===== config.mk =====
export PLATFORM = sky130hd
export DESIGN_NAME = i2c_master_register_access
export DESIGN_NICKNAME = d
export VERILOG_FILES = /design/src/rtl/core/i2cm_pkg.sv /design/src/rtl/core/i2cm_front.sv /design/src/rtl/core/i2cm_cmd_fifo.sv /design/src/rtl/core/i2cm_back.sv /design/src/rtl/core/i2c_master_register_access.sv
export SDC_FILE = /design/constraint.sdc
export NUM_CORES = 1
export LEC_CHECK = 0
export ABC_AREA = 1
export ABC_CLOCK_PERIOD_IN_PS = 3140
export BUFFER_PORTS_ARGS = -buffer_cell sky130_fd_sc_hd__clkbuf_2
export CORE_MARGIN = 3
export CORE_UTILIZATION = 53
export DETAILED_ROUTE_END_ITERATION = 16
export PLACE_DENSITY = 0.75
export SLEW_MARGIN = 25
export SYNTH_ARGS = -nofsm -noshare
export SYNTH_HDL_FRONTEND = slang
export SYNTH_SLANG_ARGS = --single-unit

===== constraint.sdc =====
create_clock -name clk_i -period 3.14 [get_ports clk_i]
set_input_delay 0.157 -clock clk_i [delete_from_list [all_inputs] [get_ports clk_i]]
set_output_delay 0.157 -clock clk_i [all_outputs]
set_load 0.01 [all_outputs]

===== src/rtl/core/i2cm_pkg.sv =====
// ----------------------------------------------------------------------------
// i2cm_pkg
// Types and constants shared by the I2C register-access master.
// ----------------------------------------------------------------------------
package i2cm_pkg;

  localparam int unsigned APB_ADDR_W = 2;
  localparam int unsigned APB_DATA_W = 32;
  localparam logic [APB_ADDR_W-1:0] REG_TICK_DIV = 2'd0;

  localparam int unsigned CMD_FIFO_DEPTH = 2;

  localparam logic [1:0] MODE_TICK  = 2'd0;
  localparam logic [1:0] MODE_START = 2'd1;
  localparam logic [1:0] MODE_QUEUE = 2'd2;

  localparam logic [7:0] ADDR_WR_MASK = 8'hFE;
  localparam logic [7:0] ADDR_RD_BIT  = 8'h01;
  localparam logic [3:0] BITS_PER_BYTE = 4'd8;

  typedef struct packed {
    logic [1:0] mode;
    logic       sda_in;
    logic       is_read;
    logic [6:0] device_addr;
    logic [7:0] reg_addr;
    logic [4:0] byte_count;
    logic [7:0] write_byte;
  } in_word_t;

  typedef struct packed {
    logic       scl_level;
    logic       scl_drive;
    logic       sda_level;
    logic       sda_drive;
    logic [7:0] read_byte;
    logic       read_valid;
    logic       read_last;
    logic       busy_res;
    logic       done_res;
    logic       rejected;
  } out_word_t;

  typedef enum logic [1:0] {
    CMD_TICK,
    CMD_START,
    CMD_QUEUE,
    CMD_NOP
  } cmd_kind_e;

  typedef struct packed {
    cmd_kind_e  kind;
    logic       sda;
    logic       is_read;
    logic [6:0] device_addr;
    logic [7:0] reg_addr;
    logic [4:0] byte_count;
    logic [7:0] write_byte;
  } cmd_t;

  typedef struct packed {
    logic full;
    logic empty;
  } fifo_status_t;

  typedef enum logic [4:0] {
    PH_IDLE,
    PH_START_A,
    PH_START_B,
    PH_START_C,
    PH_WBIT_LOW,
    PH_WBIT_HIGH,
    PH_ACK_WAIT,
    PH_ACK_HIGH,
    PH_ACK_LOW,
    PH_RD_SETUP,
    PH_RD_HIGH,
    PH_RD_LOW,
    PH_RA_HIGH,
    PH_RA_LOW,
    PH_STOP_A,
    PH_STOP_B
  } phase_e;

  typedef enum logic [1:0] {
    ST_ADDR_W,
    ST_REG,
    ST_ADDR_R,
    ST_DATA
  } stage_e;

  typedef struct packed {
    logic scl_lv;
    logic scl_dr;
    logic sda_lv;
    logic sda_dr;
  } pins_t;

endpackage


===== src/rtl/core/i2cm_front.sv =====
// ----------------------------------------------------------------------------
// i2cm_front
// Input side: takes words off the input channel and turns the mode code into
// a command for the bus engine queue.
// ----------------------------------------------------------------------------
module i2cm_front import i2cm_pkg::*; (
  input  logic         in_valid_i,
  output logic         in_stall_o,
  input  in_word_t     in_word_i,
  input  fifo_status_t fifo_status_i,
  output logic         push_o,
  output cmd_t         cmd_o
);

  cmd_kind_e kind;

  always_comb begin
    case (in_word_i.mode)
      MODE_TICK:  kind = CMD_TICK;
      MODE_START: kind = CMD_START;
      MODE_QUEUE: kind = CMD_QUEUE;
      default:    kind = CMD_NOP;
    endcase
  end

  assign in_stall_o = fifo_status_i.full;
  assign push_o     = in_valid_i && !fifo_status_i.full;

  always_comb begin
    cmd_o             = '0;
    cmd_o.kind        = kind;
    cmd_o.sda         = in_word_i.sda_in;
    cmd_o.is_read     = in_word_i.is_read;
    cmd_o.device_addr = in_word_i.device_addr;
    cmd_o.reg_addr    = in_word_i.reg_addr;
    cmd_o.byte_count  = in_word_i.byte_count;
    cmd_o.write_byte  = in_word_i.write_byte;
  end

endmodule


===== src/rtl/core/i2cm_cmd_fifo.sv =====
// ----------------------------------------------------------------------------
// i2cm_cmd_fifo
// Short command queue between the input side and the bus engine.
// ----------------------------------------------------------------------------
module i2cm_cmd_fifo import i2cm_pkg::*; (
  input  logic         clk_i,
  input  logic         rst_ni,
  input  logic         push_i,
  input  cmd_t         cmd_i,
  input  logic         pop_i,
  output cmd_t         cmd_o,
  output fifo_status_t status_o
);

  localparam int unsigned PtrW = (CMD_FIFO_DEPTH > 1) ? $clog2(CMD_FIFO_DEPTH) : 1;
  localparam int unsigned CntW = $clog2(CMD_FIFO_DEPTH + 1);
  localparam logic [PtrW-1:0] LastPtr = PtrW'(CMD_FIFO_DEPTH - 1);

  cmd_t            mem_q [CMD_FIFO_DEPTH];
  logic [PtrW-1:0] wr_ptr_q, wr_ptr_d;
  logic [PtrW-1:0] rd_ptr_q, rd_ptr_d;
  logic [CntW-1:0] count_q, count_d;

  always_comb begin
    wr_ptr_d = wr_ptr_q;
    rd_ptr_d = rd_ptr_q;
    count_d  = count_q;
    if (push_i) begin
      wr_ptr_d = (wr_ptr_q == LastPtr) ? '0 : wr_ptr_q + 1'b1;
    end
    if (pop_i) begin
      rd_ptr_d = (rd_ptr_q == LastPtr) ? '0 : rd_ptr_q + 1'b1;
    end
    case ({push_i, pop_i})
      2'b10:   count_d = count_q + 1'b1;
      2'b01:   count_d = count_q - 1'b1;
      default: count_d = count_q;
    endcase
  end

  always_ff @(posedge clk_i or negedge rst_ni) begin
    if (!rst_ni) begin
      wr_ptr_q <= '0;
      rd_ptr_q <= '0;
      count_q  <= '0;
    end else begin
      wr_ptr_q <= wr_ptr_d;
      rd_ptr_q <= rd_ptr_d;
      count_q  <= count_d;
    end
  end

  always_ff @(posedge clk_i) begin
    if (push_i) begin
      mem_q[wr_ptr_q] <= cmd_i;
    end
  end

  assign cmd_o          = mem_q[rd_ptr_q];
  assign status_o.full  = (count_q == CntW'(CMD_FIFO_DEPTH));
  assign status_o.empty = (count_q == '0);

endmodule


===== src/rtl/core/i2cm_back.sv =====
// ----------------------------------------------------------------------------
// i2cm_back
// Bus engine: runs the start, bit, acknowledge and stop phases one command at
// a time, holds the write byte queue and registers the result word.
// ----------------------------------------------------------------------------
module i2cm_back import i2cm_pkg::*; #(
  parameter int unsigned MAX_BYTES = 16
) (
  input  logic         clk_i,
  input  logic         rst_ni,
  input  logic [7:0]   tick_div_i,
  input  fifo_status_t fifo_status_i,
  input  cmd_t         cmd_i,
  output logic         pop_o,
  output logic         out_valid_o,
  input  logic         out_stall_i,
  output out_word_t    out_word_o
);

  localparam int unsigned CntW = $clog2(MAX_BYTES + 1);
  localparam int unsigned IdxW = (MAX_BYTES > 1) ? $clog2(MAX_BYTES) : 1;
  localparam int unsigned CmpW = (CntW > 5) ? CntW : 5;
  localparam logic [CntW-1:0] MaxCnt = CntW'(MAX_BYTES);

  phase_e          phase_q, phase_d;
  stage_e          stage_q, stage_d;
  logic [3:0]      bit_q, bit_d;
  logic [CntW-1:0] done_cnt_q, done_cnt_d;
  logic [7:0]      shift_q, shift_d;
  logic [7:0]      delay_q, delay_d;
  logic [CntW-1:0] fill_q, fill_d;
  logic            lat_read_q, lat_read_d;
  logic [6:0]      lat_dev_q, lat_dev_d;
  logic [7:0]      lat_reg_q, lat_reg_d;
  logic [CntW-1:0] lat_cnt_q, lat_cnt_d;
  pins_t           pins_q, pins_d;
  logic [7:0]      queue_q [MAX_BYTES];

  logic            out_valid_q, out_valid_d;
  out_word_t       out_word_q, out_word_d;

  logic            pop;
  logic            step;
  logic            q_we;
  logic [7:0]      div;
  logic [8:0]      dly_inc;
  logic [CntW-1:0] done_inc;
  logic            last_byte;
  logic            fill_full;
  logic [CmpW-1:0] cnt_ext;
  logic [CntW-1:0] cnt_clamp;
  logic [IdxW-1:0] q_idx;
  logic [7:0]      q_byte;
  logic            ld_write, ld_stop, ld_start, ld_read;
  logic [7:0]      wr_byte;
  logic            rdv, rlast, done, rej;

  assign pop       = !fifo_status_i.empty && (!out_valid_q || !out_stall_i);
  assign pop_o     = pop;
  assign div       = (tick_div_i == 8'd0) ? 8'd1 : tick_div_i;
  assign dly_inc   = {1'b0, delay_q} + 9'd1;
  assign done_inc  = done_cnt_q + CntW'(1);
  assign last_byte = (done_inc >= lat_cnt_q);
  assign fill_full = (fill_q >= MaxCnt);
  assign cnt_ext   = CmpW'(cmd_i.byte_count);
  assign cnt_clamp = (cnt_ext > CmpW'(MAX_BYTES)) ? MaxCnt : CntW'(cnt_ext);
  assign q_byte    = queue_q[q_idx];

  always_comb begin : next_state
    phase_d    = phase_q;
    stage_d    = stage_q;
    bit_d      = bit_q;
    done_cnt_d = done_cnt_q;
    shift_d    = shift_q;
    delay_d    = delay_q;
    fill_d     = fill_q;
    lat_read_d = lat_read_q;
    lat_dev_d  = lat_dev_q;
    lat_reg_d  = lat_reg_q;
    lat_cnt_d  = lat_cnt_q;
    pins_d     = pins_q;
    q_we       = 1'b0;
    q_idx      = '0;
    step       = 1'b0;
    ld_write   = 1'b0;
    ld_stop    = 1'b0;
    ld_start   = 1'b0;
    ld_read    = 1'b0;
    wr_byte    = q_byte;

    if (pop) begin
      case (cmd_i.kind)
        CMD_START: begin
          if (phase_q == PH_IDLE) begin
            lat_read_d = cmd_i.is_read;
            lat_dev_d  = cmd_i.device_addr;
            lat_reg_d  = cmd_i.reg_addr;
            lat_cnt_d  = cnt_clamp;
            done_cnt_d = '0;
            bit_d      = '0;
            shift_d    = '0;
            delay_d    = '0;
            stage_d    = ST_ADDR_W;
            if (!cmd_i.is_read) begin
              fill_d = '0;
            end
            ld_start = 1'b1;
          end
        end
        CMD_QUEUE: begin
          if (phase_q == PH_IDLE && !fill_full) begin
            q_we   = 1'b1;
            fill_d = fill_q + CntW'(1);
          end
        end
        CMD_TICK: begin
          if (phase_q == PH_ACK_WAIT) begin
            if (!cmd_i.sda) begin
              pins_d.scl_lv = 1'b1;
              pins_d.scl_dr = 1'b1;
              delay_d       = '0;
              phase_d       = PH_ACK_HIGH;
            end
          end else if (phase_q != PH_IDLE) begin
            if (dly_inc >= {1'b0, div}) begin
              delay_d = '0;
              step    = 1'b1;
            end else begin
              delay_d = dly_inc[7:0];
            end
          end
        end
        default: ;
      endcase
    end

    if (step) begin
      case (phase_q)
        PH_START_A: begin
          pins_d.sda_lv = 1'b0;
          pins_d.sda_dr = 1'b1;
          phase_d       = PH_START_B;
        end
        PH_START_B: begin
          pins_d.scl_lv = 1'b0;
          pins_d.scl_dr = 1'b1;
          phase_d       = PH_START_C;
        end
        PH_START_C: begin
          ld_write = 1'b1;
          if (stage_q == ST_ADDR_R) begin
            wr_byte = {lat_dev_q, 1'b0} | ADDR_RD_BIT;
          end else begin
            wr_byte = {lat_dev_q, 1'b0} & ADDR_WR_MASK;
          end
        end
        PH_WBIT_LOW: begin
          pins_d.scl_lv = 1'b1;
          pins_d.scl_dr = 1'b1;
          phase_d       = PH_WBIT_HIGH;
        end
        PH_WBIT_HIGH: begin
          pins_d.scl_lv = 1'b0;
          pins_d.scl_dr = 1'b1;
          bit_d         = bit_q + 4'd1;
          shift_d       = {shift_q[6:0], 1'b0};
          if (bit_d < BITS_PER_BYTE) begin
            pins_d.sda_lv = shift_d[7];
            pins_d.sda_dr = 1'b1;
            phase_d       = PH_WBIT_LOW;
          end else begin
            pins_d.sda_dr = 1'b0;
            phase_d       = PH_ACK_WAIT;
          end
        end
        PH_ACK_HIGH: begin
          pins_d.scl_lv = 1'b0;
          pins_d.scl_dr = 1'b1;
          phase_d       = PH_ACK_LOW;
        end
        PH_ACK_LOW: begin
          pins_d.sda_lv = 1'b0;
          pins_d.sda_dr = 1'b1;
          case (stage_q)
            ST_ADDR_W: begin
              stage_d  = ST_REG;
              ld_write = 1'b1;
              wr_byte  = lat_reg_q;
            end
            ST_REG: begin
              if (lat_read_q) begin
                stage_d  = ST_ADDR_R;
                ld_start = 1'b1;
              end else begin
                stage_d = ST_DATA;
                q_idx   = '0;
                if (lat_cnt_q != '0) begin
                  ld_write = 1'b1;
                end else begin
                  ld_stop = 1'b1;
                end
              end
            end
            ST_ADDR_R: begin
              stage_d = ST_DATA;
              if (lat_cnt_q != '0) begin
                ld_read = 1'b1;
              end else begin
                ld_stop = 1'b1;
              end
            end
            default: begin
              done_cnt_d = done_inc;
              q_idx      = done_inc[IdxW-1:0];
              if (done_inc < lat_cnt_q) begin
                ld_write = 1'b1;
              end else begin
                ld_stop = 1'b1;
              end
            end
          endcase
        end
        PH_RD_SETUP: begin
          pins_d.scl_lv = 1'b1;
          pins_d.scl_dr = 1'b1;
          phase_d       = PH_RD_HIGH;
        end
        PH_RD_HIGH: begin
          shift_d       = {shift_q[6:0], cmd_i.sda};
          bit_d         = bit_q + 4'd1;
          pins_d.scl_lv = 1'b0;
          pins_d.scl_dr = 1'b1;
          phase_d       = PH_RD_LOW;
        end
        PH_RD_LOW: begin
          pins_d.scl_lv = 1'b1;
          pins_d.scl_dr = 1'b1;
          if (bit_q < BITS_PER_BYTE) begin
            phase_d = PH_RD_HIGH;
          end else begin
            pins_d.sda_lv = last_byte;
            pins_d.sda_dr = 1'b1;
            phase_d       = PH_RA_HIGH;
          end
        end
        PH_RA_HIGH: begin
          pins_d.scl_lv = 1'b0;
          pins_d.scl_dr = 1'b1;
          phase_d       = PH_RA_LOW;
        end
        PH_RA_LOW: begin
          done_cnt_d = done_inc;
          if (done_inc < lat_cnt_q) begin
            ld_read = 1'b1;
          end else begin
            ld_stop = 1'b1;
          end
        end
        PH_STOP_A: begin
          pins_d.sda_lv = 1'b1;
          pins_d.sda_dr = 1'b1;
          phase_d       = PH_STOP_B;
        end
        PH_STOP_B: begin
          pins_d  = '{scl_lv: 1'b1, scl_dr: 1'b0, sda_lv: 1'b1, sda_dr: 1'b0};
          phase_d = PH_IDLE;
        end
        default: phase_d = PH_IDLE;
      endcase
    end

    if (ld_write) begin
      shift_d       = wr_byte;
      bit_d         = '0;
      pins_d.scl_lv = 1'b0;
      pins_d.scl_dr = 1'b1;
      pins_d.sda_lv = wr_byte[7];
      pins_d.sda_dr = 1'b1;
      phase_d       = PH_WBIT_LOW;
    end
    if (ld_stop) begin
      pins_d  = '{scl_lv: 1'b1, scl_dr: 1'b1, sda_lv: 1'b0, sda_dr: 1'b1};
      phase_d = PH_STOP_A;
    end
    if (ld_start) begin
      pins_d  = '{scl_lv: 1'b1, scl_dr: 1'b1, sda_lv: 1'b1, sda_dr: 1'b1};
      phase_d = PH_START_A;
    end
    if (ld_read) begin
      shift_d       = '0;
      bit_d         = '0;
      pins_d.sda_dr = 1'b0;
      phase_d       = PH_RD_SETUP;
    end
  end

  always_comb begin : result
    rej = pop && (((cmd_i.kind == CMD_START) && (phase_q != PH_IDLE)) ||
                  ((cmd_i.kind == CMD_QUEUE) && ((phase_q != PH_IDLE) || fill_full)));
    rdv   = step && (phase_q == PH_RD_HIGH) && (bit_d >= BITS_PER_BYTE);
    rlast = rdv && last_byte;
    done  = step && (phase_q == PH_STOP_B);

    out_word_d.scl_level  = pins_d.scl_lv;
    out_word_d.scl_drive  = pins_d.scl_dr;
    out_word_d.sda_level  = pins_d.sda_lv;
    out_word_d.sda_drive  = pins_d.sda_dr;
    out_word_d.read_byte  = rdv ? shift_d : 8'd0;
    out_word_d.read_valid = rdv;
    out_word_d.read_last  = rlast;
    out_word_d.busy_res   = (phase_d != PH_IDLE);
    out_word_d.done_res   = done;
    out_word_d.rejected   = rej;

    out_valid_d = pop || (out_valid_q && out_stall_i);
  end

  always_ff @(posedge clk_i or negedge rst_ni) begin
    if (!rst_ni) begin
      phase_q     <= PH_IDLE;
      stage_q     <= ST_ADDR_W;
      bit_q       <= '0;
      done_cnt_q  <= '0;
      shift_q     <= '0;
      delay_q     <= '0;
      fill_q      <= '0;
      lat_read_q  <= 1'b0;
      lat_dev_q   <= '0;
      lat_reg_q   <= '0;
      lat_cnt_q   <= '0;
      pins_q      <= '{scl_lv: 1'b1, scl_dr: 1'b0, sda_lv: 1'b1, sda_dr: 1'b0};
      out_valid_q <= 1'b0;
    end else begin
      phase_q     <= phase_d;
      stage_q     <= stage_d;
      bit_q       <= bit_d;
      done_cnt_q  <= done_cnt_d;
      shift_q     <= shift_d;
      delay_q     <= delay_d;
      fill_q      <= fill_d;
      lat_read_q  <= lat_read_d;
      lat_dev_q   <= lat_dev_d;
      lat_reg_q   <= lat_reg_d;
      lat_cnt_q   <= lat_cnt_d;
      pins_q      <= pins_d;
      out_valid_q <= out_valid_d;
    end
  end

  always_ff @(posedge clk_i) begin
    if (pop) begin
      out_word_q <= out_word_d;
    end
    if (q_we) begin
      queue_q[fill_q[IdxW-1:0]] <= cmd_i.write_byte;
    end
  end

  assign out_valid_o = out_valid_q;
  assign out_word_o  = out_word_q;

endmodule


===== src/rtl/core/i2c_master_register_access.sv =====
// ----------------------------------------------------------------------------
// i2c_master_register_access
// Bit-level I2C master running register read and write transactions, one
// tick word per delay-unit count, with an APB-style divider register.
// ----------------------------------------------------------------------------
//  channel | direction | handshake                  | word
//  input   | in        | in_valid_i / in_stall_o    | in_word_i  (in_word_t)
//  output  | out       | out_valid_o / out_stall_i  | out_word_o (out_word_t)
//  config  | in/out    | psel, penable, pwrite      | paddr, pwdata, prdata
//
//  One word in, one word out; the engine retires one per cycle if not stalled.
//  Each word passes the command queue, then the registered result stage.
//  Reset clears the engine to idle with both lines released high.
//  A stalled output holds its word; input stalls only once the two-entry
//  command queue is full.
// ----------------------------------------------------------------------------
module i2c_master_register_access import i2cm_pkg::*; #(
  parameter int unsigned MAX_BYTES = 16
) (
  input  logic                  clk_i,
  input  logic                  rst_ni,
  input  logic                  in_valid_i,
  output logic                  in_stall_o,
  input  in_word_t              in_word_i,
  output logic                  out_valid_o,
  input  logic                  out_stall_i,
  output out_word_t             out_word_o,
  input  logic                  psel,
  input  logic                  penable,
  input  logic                  pwrite,
  input  logic [APB_ADDR_W-1:0] paddr,
  input  logic [APB_DATA_W-1:0] pwdata,
  output logic [APB_DATA_W-1:0] prdata,
  output logic                  pready
);

  logic         push;
  logic         pop;
  cmd_t         cmd_in;
  cmd_t         cmd_out;
  fifo_status_t fifo_status;
  logic [7:0]   tick_div_q, tick_div_d;
  logic         reg_wr;

  assign pready     = 1'b1;
  assign reg_wr     = psel && penable && pwrite && (paddr == REG_TICK_DIV);
  assign tick_div_d = reg_wr ? pwdata[7:0] : tick_div_q;
  assign prdata     = (paddr == REG_TICK_DIV) ? APB_DATA_W'(tick_div_q) : '0;

  always_ff @(posedge clk_i or negedge rst_ni) begin
    if (!rst_ni) begin
      tick_div_q <= 8'd1;
    end else begin
      tick_div_q <= tick_div_d;
    end
  end

  i2cm_front u_front (
    .in_valid_i    (in_valid_i),
    .in_stall_o    (in_stall_o),
    .in_word_i     (in_word_i),
    .fifo_status_i (fifo_status),
    .push_o        (push),
    .cmd_o         (cmd_in)
  );

  i2cm_cmd_fifo u_fifo (
    .clk_i    (clk_i),
    .rst_ni   (rst_ni),
    .push_i   (push),
    .cmd_i    (cmd_in),
    .pop_i    (pop),
    .cmd_o    (cmd_out),
    .status_o (fifo_status)
  );

  i2cm_back #(
    .MAX_BYTES (MAX_BYTES)
  ) u_back (
    .clk_i         (clk_i),
    .rst_ni        (rst_ni),
    .tick_div_i    (tick_div_q),
    .fifo_status_i (fifo_status),
    .cmd_i         (cmd_out),
    .pop_o         (pop),
    .out_valid_o   (out_valid_o),
    .out_stall_i   (out_stall_i),
    .out_word_o    (out_word_o)
  );

endmodule


# == Word-level counts from Yosys, hierarchy flattened ==
# Memories as Yosys holds them, arrays and structs flattened.
# Index checks and enable logic that the tools add are counted.
# totals
mem_bits_rw,192
ff_bits,92
mem_count,2
elab_cells,233
output_inout_bits,52
input_bits,73
# op_classes
n_mux,111
order_cmp,8
n_eq_ne,29
add_sub_neg,8
n_reduce_logical,45
# mem_list
name,depth,word_bits,rd,rd_ports_with_merged_regs,write_ports,line_no,rtl
u_back.queue_q,16,8,1,0,1,i2cm_back.sv:37,logic [7:0] queue_q [MAX_BYTES];
u_fifo.mem_q,2,32,1,0,1,i2cm_cmd_fifo.sv:19,cmd_t mem_q [CMD_FIFO_DEPTH];
# op_table
cell,n
8-bit two-way mux,15
5-bit two-way mux,18
4-bit two-way mux,14
5-bit case mux with 11 select lines,1
8-bit case mux with 2 select lines,3
"5-bit by 4-bit == test with 1-bit output, second input constant",8
1-bit two-way mux,36
2-bit two-way mux,11
"5-bit by 3-bit == test with 1-bit output, second input constant",4
5-bit case mux with 2 select lines,2
2-bit case mux with 3 select lines,3
5-bit nonzero test,3
1-bit logical AND,14
"5-bit by 1-bit adder with 5-bit output, second input constant",2
"2-bit == test, second input constant",5
"5-bit by 2-bit == test with 1-bit output, second input constant",2
2-bit zero test,5
2-bit case mux with 5 select lines,1
5-bit AND reduction,2
"8-bit by 1-bit adder with 9-bit output, second input constant",1
9-bit by 8-bit >= comparator with 1-bit output,1
3-bit OR reduction,3
"2-bit by 1-bit == test with 1-bit output, second input constant",4
8-bit zero test,1
26 further kinds,42

# == Depth between registers and ports, before layout ==
# An unclocked memory read counts as a cell.
# logic_depth
word_depth,17
mapped_depth,23
depth_no_buf,23

# == By module ==
# From an unflattened synthesis, not the netlist that was laid out.
# hier_totals
hier_cells,1361
hier_area_um2,13988.4
# by_module_without_submodules
module,area_each_um2,cells_per_inst,n_inst,seq_area_each_um2
i2cm_back,10417.5,1054,1,5933.2
i2cm_cmd_fifo,2701.3,191,1,2021.9
i2c_master_register_access,619.3,81,1,201.4
i2cm_front,250.2,35,1,0.0

# == Worst setup path before layout ==
# OpenSTA, ideal clock, no wires.
# synth_path
path_type,reg-to-reg
start,reg u_back.delay_q[0]
end,"reg u_back.out_word_q (netlist bit u_back.out_word_o[10]), data pin"
period_less_slack_ps,3124
arrival_time_ps,2866
required_ps,2882
setup_time_ps,258
path_slack_ps,16
path_buffers,1
path_stages_with_launch,24
cell_sequence,dfrtp_1 > ha_1 > nand3_1 > xor2_1 > inv_1 > ha_1 > nand2_1 > nor2_1 > nand2_1 > nand3_1 > nand2_1 > nand2_1 > nand2_1 > nand2_1 > nand2_2 > nor3_4 > inv_2 > buf_2 > nand3_1 > nand3_1 > nand3_1 > nand2_1 > nand2_1 > nor2_1
# synth_via
elab_chain_cells,14
elab_cells_between_ends,23
cone_classes,add/sub (1); order compare (2); mux (17); reduce/logical (2); memory (1)
# synth_lines
element,line_no,rtl
"start, declared",i2cm_back.sv:30,"logic [7:0] delay_q, delay_d;"
"start signal, assigned",i2cm_back.sv:339,delay_q <= delay_d;
8-bit by 1-bit adder with 9-bit output *,i2cm_back.sv:61,"assign dly_inc = {1'b0, delay_q} + 9'd1;"
9-bit by 8-bit >= comparator with 1-bit output *,i2cm_back.sv:125,"if (dly_inc >= {1'b0, div}) begin"
1-bit two-way mux *,i2cm_back.sv:125,
1-bit two-way mux *,i2cm_back.sv:124,end else if (phase_q != PH_IDLE) begin
1-bit two-way mux *,i2cm_back.sv:117,if (phase_q == PH_ACK_WAIT) begin
1-bit two-way mux *,i2cm_back.sv:92,case (cmd_i.kind)
1-bit two-way mux *,i2cm_back.sv:91,if (pop) begin
4-bit two-way mux,i2cm_back.sv:137,if (step) begin
memory read 16 x 8 bit,--,
8-bit two-way mux,i2cm_back.sv:184,case (stage_q)
8-bit case mux with 2 select lines,i2cm_back.sv:138,case (phase_q)
8-bit two-way mux,i2cm_back.sv:137,
8-bit two-way mux,i2cm_back.sv:272,if (ld_write) begin
8-bit two-way mux,i2cm_back.sv:289,if (ld_read) begin
"end signal, assigned",i2cm_back.sv:352,out_word_q <= out_word_d;
"end, declared",i2cm_back.sv:40,"out_word_t out_word_q, out_word_d;"
# Every way passes the cells marked *; elsewhere a longest branch is shown, timed or not.
# A chain may end at the register's enable or synchronous reset.

# == Worst setup path after layout ==
# layout_path
start,reg u_back.delay_q[0]
end,"reg u_back.out_word_q (netlist bit u_back.out_word_o[5]), data pin"
# The elaborated chain is that of the path after synthesis.

==> run_results.csv <==
group,metric,value,unit
outcome,status,"complete, but fails checks",
outcome,violations,"setup timing",
route,wire_per_inst,19.2,um
finish,multiInputGateArea,4840,um^2
grt,grt_pass1_vias,10010,
grt,track_usage,0.249,
finish,fin_util,0.700,
finish,n_fill_cell,1650,
sta,finalWorstSetupSlack,-98.1,ps
yosys,ys_seq_elements,284,
sta,post-route-period-util,1.03,
yosys,synth_compound_area_frac,0.0587,
finish,antenna_cells,0,
finish,final_nets,1563,
yosys,synth_top_family_by_area,"simple AND/OR/NAND/NOR gates",
yosys,synth_top_cell_by_area,"edfxtp_1",
yosys,synth-edff-count,209,
critical_path,arrival,3540,ps
route,routed_via_density,5.74,
sta,worstMarginPinSlew,749,ps
grt,grt_max_degree,76,
route,drc,0,
critical_path,cp.required,3440,ps
route,wl,34600,um
floorplan,io_pins,125,
sta,rsz0062_at_grt,"yes",
yosys,synthCells,1275,
sta,finalHoldViolations,0,
yosys,synth_top_area_frac,0.481,
yosys,syn_avg_cell_area,10.2,um^2
floorplan,start_util,0.548,
yosys,yosysMostFrequentCell,"nand2_1",
placement,dp_cells,1692,
route,drtIter0Drc,1015,
critical_path,critPathMaxFanout,8,
sta,relSlewSlack,0.500,
sta,fmax,309,MHz
power,p_sw,3.39,mW
clocking,clkTransAtPathRegs,60,ps
finish,layout-drive-gt1-share,0.254,
power,power_per_cell_area,670,nW/um^2
yosys,synth_cell_type_count,44,
placement,post-dp-hpwl,21300,um
critical_path,crit_type,"register to register",
sta,setup_viol_count_final,9,
floorplan,coreArea,23800,um^2
power,power.share.switching,0.303,
finish,seq_area,8160,um^2
power,pwr-share-seq,0.457,
worst_hold_path,hold_class,"input port to register",
clocking,cts_sinks,284,
finish,final_cells,1807,
sta,fin_hold_ws,85.8,ps
yosys,synthAdderAreaFrac,0.0240,
yosys,synth_commonest_cells,"255 x nand2_1, 209 x edfxtp_1, 140 x nand3_1",
clocking,clock_latency,550,ps
power,power.internal,7.78,mW
route,firstDrtPassIters,7,
clocking,max-clock-path-buffers,3,
power,combPwrFrac,0.216,
grt,grt_antenna_before_repair,0,
yosys,synth-simple-area-share,0.214,
sta,period_minus_slack,3240,ps
yosys,ys_seq_area_frac,0.625,
placement,io_buffers,75,
yosys,synth-main-ff-cell,"edfxtp_1",
floorplan,die_w,163,um
finish,area_delta_synth_final,27.7,%
yosys,synth_area_leaders,"edfxtp_1 48%, dfrtp_1 14%, nand2_1 7.3%",
yosys,muxShareOfSynthArea,0.00383,
grt,grt-ovfl-total,0,
floorplan,die-area,26600,um^2
power,peakVddDrop,0.561,mV
critical_path,end_kind,"register",
clocking,cts_tree,"built",
floorplan,fp.dieH,163,um
power,clkPwrFrac,0.327,
grt,grt_pass1_wl,52600,um
placement,gp_congestion,0.969,
flow_run,maxCapViolations,0,
sta,drv_slew,0,
yosys,synth-xor-area-share,0.00939,
power,leakage,7.04,nW
floorplan,std_cell_rows,56,
route,drt.antenna.violating_nets,0,
yosys,async_reset_ff_frac,0.264,
critical_path,critPathLaunchType,"register",
clocking,cts-root-buf,"clkbuf_16",
yosys,syn_area,13100,um^2
route,vias,10381,
clocking,h-tree-depth,1,
sta,fin_skew,9.55,ps
yosys,ys_warn_count,0,
clocking,numCtsBuffers,29,
[repair_timing]
item	4_1_cts	5_1_grt
pin swaps	4	39
hold endpoints to repair	145	0
hold buffers	42	0
buffers inserted	5	10
endpoints found under the setup margin	25	65
gates cloned	1	4
gates resized for setup	29	135
[final cells by class]
type / count / area share
tap: 319 / 0.0239
sequential: 284 / 0.489
clock inverter: 13 / 0.0107
multi-input combinational: 819 / 0.290
inverter: 113 / 0.0256
timing repair buffer: 218 / 0.109
clock buffer: 41 / 0.0510
[sequential cells by signal, indices dropped and copies added, names as in the netlist, 2 cells and up]
register / cells
u_back.delay_q: 8
u_back.phase_q: 5
u_fifo.count_q: 2
u_back.lat_reg_q: 8
u_back.lat_dev_q: 7
u_back.out_word_o: 17
u_back.bit_q: 4
tick_div_q: 8
u_back.pins_q: 4
u_fifo.mem_q: 64
u_back.done_cnt_q: 5
u_back.fill_q: 5
u_back.lat_cnt_q: 5
u_back.queue_q: 128
u_back.shift_q: 8
u_back.stage_q: 2
[power by group through the flow]
stage	Combinational, mW	Clock, mW	Sequential, mW
after floorplan	1.37	0	5.11
after global placement	2.15	0	5.14
after detailed placement	2.20	0	5.15
after CTS	2.28	3.67	5.08
after global routing	2.67	3.86	5.14
final	2.41	3.65	5.10
[cell families (layout without fill, tap and decap cells)]
group | Yosys count | count (layout)
xor gates and xnor gates | 14 | 14
other | 2 | 25
AOI/OAI and AO/OA | 128 | 128
muxes | 5 | 5
buffers and inverters | 195 | 385
and+or+nand+nor | 622 | 622
DFF | 284 | 284
adders and majority gates | 25 | 25
[path summary, 6_finish.rpt]
path / depth (start not counted) / startpoint / slack (ps) / to
worst max-delay path: 25 / u_back.delay_q[0] / -100 / u_back.out_word_o[5]
worst min-delay path: 3 / in_valid_i / 90 / u_fifo.wr_ptr_q
worst max register to register: 25 / u_back.delay_q[0] / -100 / u_back.out_word_o[5]
worst min register to register: 2 / u_back.lat_cnt_q[3] / 490 / u_back.lat_cnt_q[3]
max in group asynchronous: 2 / rst_ni / 2390 / u_back.lat_reg_q[6]
min in group asynchronous: 2 / rst_ni / 170 / tick_div_q[3]
[placed cells by master (no fill, tap or decap), types with 5 or more instances in the layout]
cell type      synthesis  routed
nor3_1                10       7
nor2_1               129     111
a21oi_1               22      20
a32o_1                 7       7
o22ai_1                7       6
nand3_4                0       6
inv_1                107     107
clkbuf_8               0       8
nand2_2                1      25
dlygate4sd3_1          0      42
o31ai_1                6       6
buf_12                 0      12
nand4_1               71      71
nand2_1              255     228
o21ai_0               43      39
clkbuf_2               0      74
xor2_1                13      10
dfrtp_1               72      72
nand3_1              140      69
nor3_4                 2       5
buf_6                  0       7
mux2i_1                5       5
buf_4                 26      78
edfxtp_1             209     209
clkbuf_16              0      33
nand3_2                1      66
conb_1                 2      25
o21ai_1                5       7
nor2_2                 0      15
ha_1                  25      21
a31oi_1               29      27
[metal layers]
metal | GRT usage | routed length (um) | share of wire | vias to the layer above
met3 | 0.0359 | 2800 | 0.081 | 60
met2 | 0.413 | 16800 | 0.49 | 538
li1 | - | - | - | 4776
met4 | 0.0573 | 581 | 0.017 | 0
met5 | 0 | 0 | 0 | -
met1 | 0.352 | 14400 | 0.42 | 5007
[worst max-delay path, stage by stage (launching register included)]
cell,delay (ps)
dfrtp_1,380
buf_4,160
nand3_2,90
xor2_1,240
inv_1,90
ha_1,290
nand2_2,50
nor2_1,80
nand2_1,50
nand3_1,70
nand2_1,50
nand2_1,60
nand2_2,70
nand2_4,130
buf_12,130
nand3_4,70
buf_12,170
buf_12,140
nand2_1,60
nand3_1,90
nand3_1,120
nand3_2,90
nand3_2,110
nand2_1,70
nand2_2,80
nor2_2,40
[through the flow]
step | TNS (ps) | total power [mW] | worst slack [ps] | instance area, um^2
3_3_place_gp | -3630 | 7.28 | -276 | 14200
6_report | -608 | 11.2 | -98.1 | 16700
4_1_cts | -245 | 11.0 | -39.2 | 15900
2_1_floorplan | 0 | 6.48 | 15.9 | 13100
5_1_grt | -3420 | 11.7 | -264 | 16700
3_5_place_dp | -4400 | 7.36 | -301 | 14200
Note: power is estimated with default switching activity, not from simulation.
